### config.mk
export PLATFORM = sky130hd
export DESIGN_NAME = websocket_frame_receiver_unit
export DESIGN_NICKNAME = d
export VERILOG_FILES = /design/src/hw/rtl/wsfr_pkg.sv /design/src/hw/rtl/wsfr_in_stage.sv /design/src/hw/rtl/wsfr_parser.sv /design/src/hw/rtl/websocket_frame_receiver_unit.sv
export VERILOG_INCLUDE_DIRS = /design/src /design/src/hw/rtl
export SDC_FILE = /design/constraint.sdc
export NUM_CORES = 1
export LEC_CHECK = 0
export BUFFER_PORTS_ARGS = -buffer_cell sky130_fd_sc_hd__buf_4
export CAP_MARGIN = 20
export CELL_PAD_IN_SITES_DETAIL_PLACEMENT = 0
export CELL_PAD_IN_SITES_GLOBAL_PLACEMENT = 1
export CORE_MARGIN = 1.5
export CORE_UTILIZATION = 50
export DETAILED_ROUTE_END_ITERATION = 7
export MAX_ROUTING_LAYER = met4
export PLACE_DENSITY = 0.81
export SLEW_MARGIN = 20
export SYNTH_ARGS = -nofsm -noshare
export SYNTH_HDL_FRONTEND = slang
export SYNTH_SLANG_ARGS = --single-unit
### constraint.sdc
create_clock -name clk -period 6.8 [get_ports clk]
set_clock_uncertainty 0.05 [all_clocks]
set_input_delay 0.34 -clock clk [delete_from_list [all_inputs] [get_ports clk]]
set_output_delay 0.34 -clock clk [all_outputs]
set_load 0.01 [all_outputs]
### src/hw/rtl/assert_macros.svh
// ----------------------------------------------------------------------------
// assert_macros.svh
// Assertion macros used by the frame receiver parser
// ----------------------------------------------------------------------------
`ifndef ASSERT_MACROS_SVH
`define ASSERT_MACROS_SVH

// clocked check, suppressed while reset is high
`define WSFR_ASSERT(lbl, clk, rst, prop) \
  lbl: assert property (@(posedge clk) disable iff (rst) prop) \
    else $error("wsfr assertion failed");

// clocked check, active during reset too
`define WSFR_ASSERT_ALWAYS(lbl, clk, prop) \
  lbl: assert property (@(posedge clk) prop) \
    else $error("wsfr assertion failed");

`endif

### src/hw/rtl/wsfr_pkg.sv
// ----------------------------------------------------------------------------
// wsfr_pkg
// Types and constants of the websocket frame receiver
// ----------------------------------------------------------------------------
package wsfr_pkg;

  localparam logic [6:0] LEN_CODE16 = 7'd126;
  localparam logic [6:0] LEN_CODE64 = 7'd127;

  localparam logic KIND_HEADER  = 1'b0;
  localparam logic KIND_PAYLOAD = 1'b1;

  typedef enum logic [1:0] {
    PH_HEADER  = 2'd0,
    PH_EXTLEN  = 2'd1,
    PH_MASK    = 2'd2,
    PH_PAYLOAD = 2'd3
  } phase_t;

  typedef struct packed {
    logic        kind;
    logic        fin;
    logic [2:0]  rsv;
    logic [3:0]  opcode;
    logic        masked;
    logic [63:0] payload_len;
    logic [7:0]  data;
    logic        last;
  } res_t;

endpackage

### src/hw/rtl/wsfr_in_stage.sv
// ----------------------------------------------------------------------------
// wsfr_in_stage
// Input register for the received byte stream
// ----------------------------------------------------------------------------
module wsfr_in_stage (
  input  logic       clk,
  input  logic       rst,
  input  logic       byte_valid,
  input  logic [7:0] data_byte,
  output logic       byte_stall,
  input  logic       advance,
  output logic       held_valid,
  output logic [7:0] held_byte
);

  logic take;

  // the held item leaves whenever the parser can advance
  assign byte_stall = held_valid && !advance;
  assign take       = byte_valid && !byte_stall;

  always_ff @(posedge clk) begin
    if (rst) begin
      held_valid <= 1'b0;
    end else if (take) begin
      held_valid <= 1'b1;
    end else if (advance) begin
      held_valid <= 1'b0;
    end
  end

  always_ff @(posedge clk) begin
    if (take) begin
      held_byte <= data_byte;
    end
  end

endmodule

### src/hw/rtl/wsfr_parser.sv
// ----------------------------------------------------------------------------
// wsfr_parser
// Frame header parser, payload unmasking and result register
// ----------------------------------------------------------------------------
`include "assert_macros.svh"

module wsfr_parser (
  input  logic                clk,
  input  logic                rst,
  input  logic                held_valid,
  input  logic [7:0]          held_byte,
  output logic                advance,
  output logic                result_valid,
  input  logic                result_stall,
  output wsfr_pkg::res_t      result
);
  import wsfr_pkg::*;

  phase_t      phase, phase_next;
  logic [63:0] bytes_left, bytes_left_next;
  logic [8:0]  header_bits, header_bits_next;
  logic [63:0] frame_length, frame_length_next;
  logic [31:0] mask_key, mask_key_next;
  logic [1:0]  key_index, key_index_next;

  logic        step;
  logic        final_byte;
  logic        len_done;
  logic        hdr_emit;
  logic        emit;
  logic        last_bit;
  logic        kind_bit;
  logic [7:0]  data_bits;
  logic [7:0]  key_byte;
  logic [63:0] bytes_dec;
  res_t        res_next;

  assign advance    = !result_valid || !result_stall;
  assign step       = held_valid && advance;
  assign final_byte = (bytes_left <= 64'd1);
  assign bytes_dec  = bytes_left - 64'd1;

  always_comb begin
    unique case (key_index)
      2'd0: key_byte = mask_key[31:24];
      2'd1: key_byte = mask_key[23:16];
      2'd2: key_byte = mask_key[15:8];
      2'd3: key_byte = mask_key[7:0];
      default: key_byte = mask_key[7:0];
    endcase
  end

  always_ff @(posedge clk) begin
    if (rst) begin
      phase        <= PH_HEADER;
      bytes_left   <= 64'd2;
      header_bits  <= '0;
      frame_length <= '0;
      mask_key     <= '0;
      key_index    <= '0;
    end else if (step) begin
      phase        <= phase_next;
      bytes_left   <= bytes_left_next;
      header_bits  <= header_bits_next;
      frame_length <= frame_length_next;
      mask_key     <= mask_key_next;
      key_index    <= key_index_next;
    end
  end

  always_comb begin
    phase_next        = phase;
    bytes_left_next   = bytes_left;
    header_bits_next  = header_bits;
    frame_length_next = frame_length;
    mask_key_next     = mask_key;
    key_index_next    = key_index;
    len_done          = 1'b0;
    hdr_emit          = 1'b0;
    emit              = 1'b0;
    last_bit          = 1'b0;
    kind_bit          = KIND_HEADER;
    data_bits         = '0;

    unique case (phase)
      PH_HEADER: begin
        if (!final_byte) begin
          header_bits_next = {held_byte[7], held_byte[6:4], held_byte[3:0], 1'b0};
          bytes_left_next  = 64'd1;
        end else begin
          header_bits_next  = {header_bits[8:1], held_byte[7]};
          mask_key_next     = '0;
          frame_length_next = '0;
          if (held_byte[6:0] == LEN_CODE16) begin
            phase_next      = PH_EXTLEN;
            bytes_left_next = 64'd2;
          end else if (held_byte[6:0] == LEN_CODE64) begin
            phase_next      = PH_EXTLEN;
            bytes_left_next = 64'd8;
          end else begin
            frame_length_next = {57'd0, held_byte[6:0]};
            len_done          = 1'b1;
          end
        end
      end
      PH_EXTLEN: begin
        frame_length_next = {frame_length[55:0], held_byte};
        if (!final_byte) begin
          bytes_left_next = bytes_dec;
        end else begin
          len_done = 1'b1;
        end
      end
      PH_MASK: begin
        mask_key_next = {mask_key[23:0], held_byte};
        if (!final_byte) begin
          bytes_left_next = bytes_dec;
        end else begin
          hdr_emit = 1'b1;
        end
      end
      PH_PAYLOAD: begin
        emit           = 1'b1;
        kind_bit       = KIND_PAYLOAD;
        data_bits      = held_byte ^ key_byte;
        key_index_next = key_index + 2'd1;
        if (final_byte) begin
          last_bit        = 1'b1;
          phase_next      = PH_HEADER;
          bytes_left_next = 64'd2;
        end else begin
          bytes_left_next = bytes_dec;
        end
      end
      default: begin
        phase_next = PH_HEADER;
      end
    endcase

    // length known: either the key follows or the header is complete
    if (len_done) begin
      if (header_bits_next[0]) begin
        phase_next      = PH_MASK;
        bytes_left_next = 64'd4;
        mask_key_next   = '0;
      end else begin
        hdr_emit = 1'b1;
      end
    end

    if (hdr_emit) begin
      emit           = 1'b1;
      key_index_next = '0;
      if (frame_length_next == 64'd0) begin
        last_bit        = 1'b1;
        phase_next      = PH_HEADER;
        bytes_left_next = 64'd2;
      end else begin
        phase_next      = PH_PAYLOAD;
        bytes_left_next = frame_length_next;
      end
    end

    res_next.kind        = kind_bit;
    res_next.fin         = header_bits_next[8];
    res_next.rsv         = header_bits_next[7:5];
    res_next.opcode      = header_bits_next[4:1];
    res_next.masked      = header_bits_next[0];
    res_next.payload_len = frame_length_next;
    res_next.data        = data_bits;
    res_next.last        = last_bit;
  end

  always_ff @(posedge clk) begin
    if (rst) begin
      result_valid <= 1'b0;
    end else if (step && emit) begin
      result_valid <= 1'b1;
    end else if (!result_stall) begin
      result_valid <= 1'b0;
    end
  end

  always_ff @(posedge clk) begin
    if (step && emit) begin
      result <= res_next;
    end
  end

  `WSFR_ASSERT(a_header_count, clk, rst,
    (phase == PH_HEADER) |-> (bytes_left == 64'd1 || bytes_left == 64'd2))
  `WSFR_ASSERT(a_payload_emits, clk, rst,
    (step && phase == PH_PAYLOAD) |=> (result_valid && result.kind == KIND_PAYLOAD))
  `WSFR_ASSERT(a_mask_needs_flag, clk, rst,
    (phase == PH_MASK) |-> header_bits[0])
  `WSFR_ASSERT(a_empty_header_last, clk, rst,
    (result_valid && result.kind == KIND_HEADER && result.last) |-> (result.payload_len == 64'd0))
  `WSFR_ASSERT(a_no_step_on_stall, clk, rst,
    (result_valid && result_stall) |-> !step)

endmodule

### src/hw/rtl/websocket_frame_receiver_unit.sv
// ----------------------------------------------------------------------------
// websocket_frame_receiver_unit
// WebSocket frame receiver: parses headers and unmasks payload bytes
// ----------------------------------------------------------------------------
//  channel   valid         stall         payload
//  bytes in  byte_valid    byte_stall    data_byte
//  results   result_valid  result_stall  kind fin rsv opcode masked
//                                        payload_len data last
//
//  one item per cycle sustained while results are not stalled; a result item
//  passes through the input register, then the result register
//  only the last header byte of a frame and each payload byte give a result
//  rst is synchronous and returns the parser to the start of a frame header
//  a stalled result holds the byte in the input register; one more item is
//  still accepted behind a waiting result
// ----------------------------------------------------------------------------
module websocket_frame_receiver_unit (
  input  logic        clk,
  input  logic        rst,
  input  logic        byte_valid,
  output logic        byte_stall,
  input  logic [7:0]  data_byte,
  output logic        result_valid,
  input  logic        result_stall,
  output logic        kind,
  output logic        fin,
  output logic [2:0]  rsv,
  output logic [3:0]  opcode,
  output logic        masked,
  output logic [63:0] payload_len,
  output logic [7:0]  data,
  output logic        last
);
  import wsfr_pkg::*;

  logic       advance;
  logic       held_valid;
  logic [7:0] held_byte;
  res_t       result;

  wsfr_in_stage u_in (
    .clk        (clk),
    .rst        (rst),
    .byte_valid (byte_valid),
    .data_byte  (data_byte),
    .byte_stall (byte_stall),
    .advance    (advance),
    .held_valid (held_valid),
    .held_byte  (held_byte)
  );

  wsfr_parser u_parser (
    .clk          (clk),
    .rst          (rst),
    .held_valid   (held_valid),
    .held_byte    (held_byte),
    .advance      (advance),
    .result_valid (result_valid),
    .result_stall (result_stall),
    .result       (result)
  );

  assign kind        = result.kind;
  assign fin         = result.fin;
  assign rsv         = result.rsv;
  assign opcode      = result.opcode;
  assign masked      = result.masked;
  assign payload_len = result.payload_len;
  assign data        = result.data;
  assign last        = result.last;

endmodule

==> impl_metrics.py <==
metrics = {
    "finish": {
        "final_net_count": 1416,
        "layout.cells.non_filler": 1739,
        "layout.core_utilization": 0.594,
        "area.sequential_um2": 6240,
        "antennaDiodeCount": 0,
        "drive_gt1_frac": 0.134,
        "area_of_the_multi_input_gates_um2": 5590,
        "finalInstanceArea_um2": 14400,
        "area_growth_syn_to_layout_pct": 16.5,
        "fill_cells": 2118,
        "layout_common_cells": "sky130_fd_sc_hd__nor2_1, sky130_fd_sc_hd__dfxtp_1, sky130_fd_sc_hd__buf_4",
    },
    "run": {
        "max_cap_violations": 0,
    },
    "clock_tree": {
        "clock_sinks": 266,
        "clock_tree.buffer_depth": 3,
        "ctsResizeCount": 0,
        "cts-buffers-inserted": 28,
        "post_cts_buffers": 0,
        "cts.reportedPaths.clkPinSlew_ns": 0.07,
        "clock_latency_ns": 0.55,
        "tritoncts": "built",
        "postCtsHoldBufs": 9,
        "htree_num_levels": 1,
        "clk_root_buffer_cell": "sky130_fd_sc_hd__clkbuf_16",
    },
    "detailed_routing": {
        "drt_first_iter_violations": 1288,
        "vias_per_cell": 6.35,
        "wl_per_cell_um": 22.4,
        "residual_antenna_violating_net_count_after_detailed_routing": 0,
        "routed-via-count": 11000,
        "totalWireLength_um": 39000,
        "post-route-drc-count": 0,
        "drt_pass1_iterations": 5,
    },
    "global_route": {
        "wire_length_of_the_first_global_routing_pass_um": 59300,
        "number_of_global_route_vias_before_repair": 9811,
        "grt_antenna_before_repair": 1,
        "globalRouteTotalUtil": 0.306,
        "gr-total-overflow": 0,
        "grt_start_max_net_pins": 90,
    },
    "critical_path": {
        "r2r_end": "u_parser.result[77]",
        "crit_arrival_ns": 4.91,
        "path_class": "reg -> reg",
        "worstPathRequired_ns": 6.91,
        "crit_start": "u_parser.bytes_left[21]",
        "worst-r2r-setup-slack_ns": 2.00,
        "ff2ff_path_depth": 8,
        "critPathCaptureType": "register",
        "crit_fanout": 51,
        "crit-reg2reg-launch": "u_parser.bytes_left[21]",
        "worst_setup_path_start_kind": "register",
    },
    "yosys": {
        "yosys_warnings": 0,
        "synth_cells": 1341,
        "synthesis.area_um2": 12400,
        "yosys_most_used_dff": "sky130_fd_sc_hd__dfxtp_1",
        "synth.ff_latch_count": 266,
        "mappedNetlistNets": 1364,
        "async_sr_flop_fraction": 0,
        "synth_area_per_cell_um2": 9.25,
        "synth_seq_area_share": 0.503,
        "synth_cell_types": 74,
        "synth-edff-count": 91,
    },
    "place": {
        "placed_instances": 1678,
        "postPlaceCellArea_um2": 13300,
        "pre_cts_slack_ns": 2.07,
        "dpl.hpwl_um": 26600,
        "gp_routability_congestion": 0.914,
        "io_buffers": 96,
    },
    "timing": {
        "max_freq_ghz": 0.208,
        "timing.final.setup_violations": 0,
        "period_needed_ns": 4.80,
        "layout_worst_path_cycle_share": 0.705,
        "worstMarginPinSlew_ns": 1.17,
        "timing.hold.ws_ns": 0.170,
        "fin_ws_ns": 2.00,
        "unrepaired_setup_endpoints_after_global_routing": "false",
        "finalHoldViolCount": 0,
        "maxSlewViolCount": 0,
        "slew-limit-headroom": 0.200,
        "final.setup.tns_ns": 0,
    },
    "power_and_ir_drop": {
        "power.density_nw_per_um2": 267,
        "switching_share": 0.252,
        "seq_power_share": 0.450,
        "irDropWorstVdd_mv": 0.194,
        "finalPower_mw": 3.86,
        "leakage_nw": 5.46,
        "power.share.combinational": 0.098,
        "internal_power_mw": 2.89,
        "clock_power_share": 0.452,
        "power.net_switching_mw": 0.970,
    },
    "floorplan": {
        "height_of_the_chip_um": 161,
        "floorplan.initialDensity": 0.510,
        "core-area_um2": 24300,
        "num_io_pins": 97,
        "die_footprint_um2": 25800,
        "row_count": 57,
        "die_width_um": 161,
    },
    "hold_path": {
        "worst_hold_path_startpoint": "result_stall",
        "timing.hold.worst_endpoint": "u_parser.result_valid",
        "min_delay_path_depth": 3,
        "hp-class": "in -> reg",
    },
    "status": {
        "outcome": "complete, no violations",
    },
}
-- registers in the layout (all words and copies together) (netlist names) --
| name | cells |
|---|---|
| u_in.held_valid | 1 |
| u_parser.mask_key | 32 |
| u_parser.bytes_left | 64 |
| u_parser.result | 83 |
| u_in.held_byte | 8 |
| u_parser.key_index | 2 |
| u_parser.phase | 2 |
| u_parser.frame_length | 64 |
| u_parser.header_bits | 9 |
| u_parser.result_valid | 1 |
-- critical path, cell delays in order (launching register included) --
cell and delay (ns):
sky130_fd_sc_hd__dfxtp_1 0.36, sky130_fd_sc_hd__or4_1 0.55, sky130_fd_sc_hd__or4_1 0.62, sky130_fd_sc_hd__nor2_1 0.68, sky130_fd_sc_hd__nand2_1 0.50, sky130_fd_sc_hd__nor2_1 0.24, sky130_fd_sc_hd__o21ai_0 0.20, sky130_fd_sc_hd__clkinv_2 0.55
sky130_fd_sc_hd__buf_4 0.60
-- area by class of cell --
class | instances | share of cell area
Clock inverter | 20 | 0.0218
Tap cell | 324 | 0.0281
Inverter | 64 | 0.0167
Clock buffer | 32 | 0.0510
Multi-Input combinational cell | 913 | 0.387
Timing Repair Buffer | 120 | 0.0639
Sequential cell | 266 | 0.432
-- cells by family (layout without fill, tap and decap cells) --
kind of cell,count (synthesis),in the layout,share of synthesized area
AOI/OAI and AO/OA,405,405,0.227
xor gates and xnor gates,21,21,0.0148
adders and majority gates,11,11,0.0111
muxes,13,13,0.0115
and+or+nand+nor,463,463,0.184
DFF,266,266,0.503
buffers and inverters,162,236,0.0491
-- power groups by stage --
stage | clock, mW | combinational (mW) | sequential (mW)
after global placement | 0 | 0.360 | 1.77
after detailed placement | 0 | 0.361 | 1.77
after CTS | 1.75 | 0.367 | 1.73
after floorplan | 0 | 0.252 | 1.75
after global routing | 1.82 | 0.408 | 1.74
final | 1.74 | 0.378 | 1.74
-- worst max path at each step --
| stage | endpoint | slack [ns] |
|---|---|---|
| after floorplan | u_parser.result[0] | 2.28 |
| after global placement | u_parser.result[77] | 2.23 |
| after detailed placement | u_parser.result[77] | 2.07 |
| after CTS | u_parser.result[77] | 2.05 |
| after global routing | u_parser.result[77] | 1.58 |
| final | u_parser.result[77] | 2.00 |
-- routing by layer --
layer  vias to the layer above  wire length, um  part of all wire  GRT usage
li1                       5152                -                 -          -
met1                      5332            18300              0.47      0.455
met2                       503            15800              0.41      0.408
met3                        59             4060              0.10     0.0816
met4                         0              794             0.020     0.0760
met5                         -                0                 0          -
-- Yosys cell counts, types with 40 or more instances --
cell type / instances / area share
sky130_fd_sc_hd__a211oi_1: 55 / 0.033
sky130_fd_sc_hd__a21oi_1: 58 / 0.023
sky130_fd_sc_hd__a22oi_1: 89 / 0.054
sky130_fd_sc_hd__clkbuf_1: 89 / 0.027
sky130_fd_sc_hd__dfxtp_1: 175 / 0.28
sky130_fd_sc_hd__edfxtp_1: 91 / 0.22
sky130_fd_sc_hd__inv_1: 64 / 0.019
sky130_fd_sc_hd__nand2_1: 74 / 0.022
sky130_fd_sc_hd__nor2_1: 175 / 0.053
sky130_fd_sc_hd__nor3_1: 59 / 0.024
sky130_fd_sc_hd__nor4_1: 40 / 0.020
sky130_fd_sc_hd__o21ai_0: 65 / 0.026
Note: power is estimated with default switching activity, not from simulation.
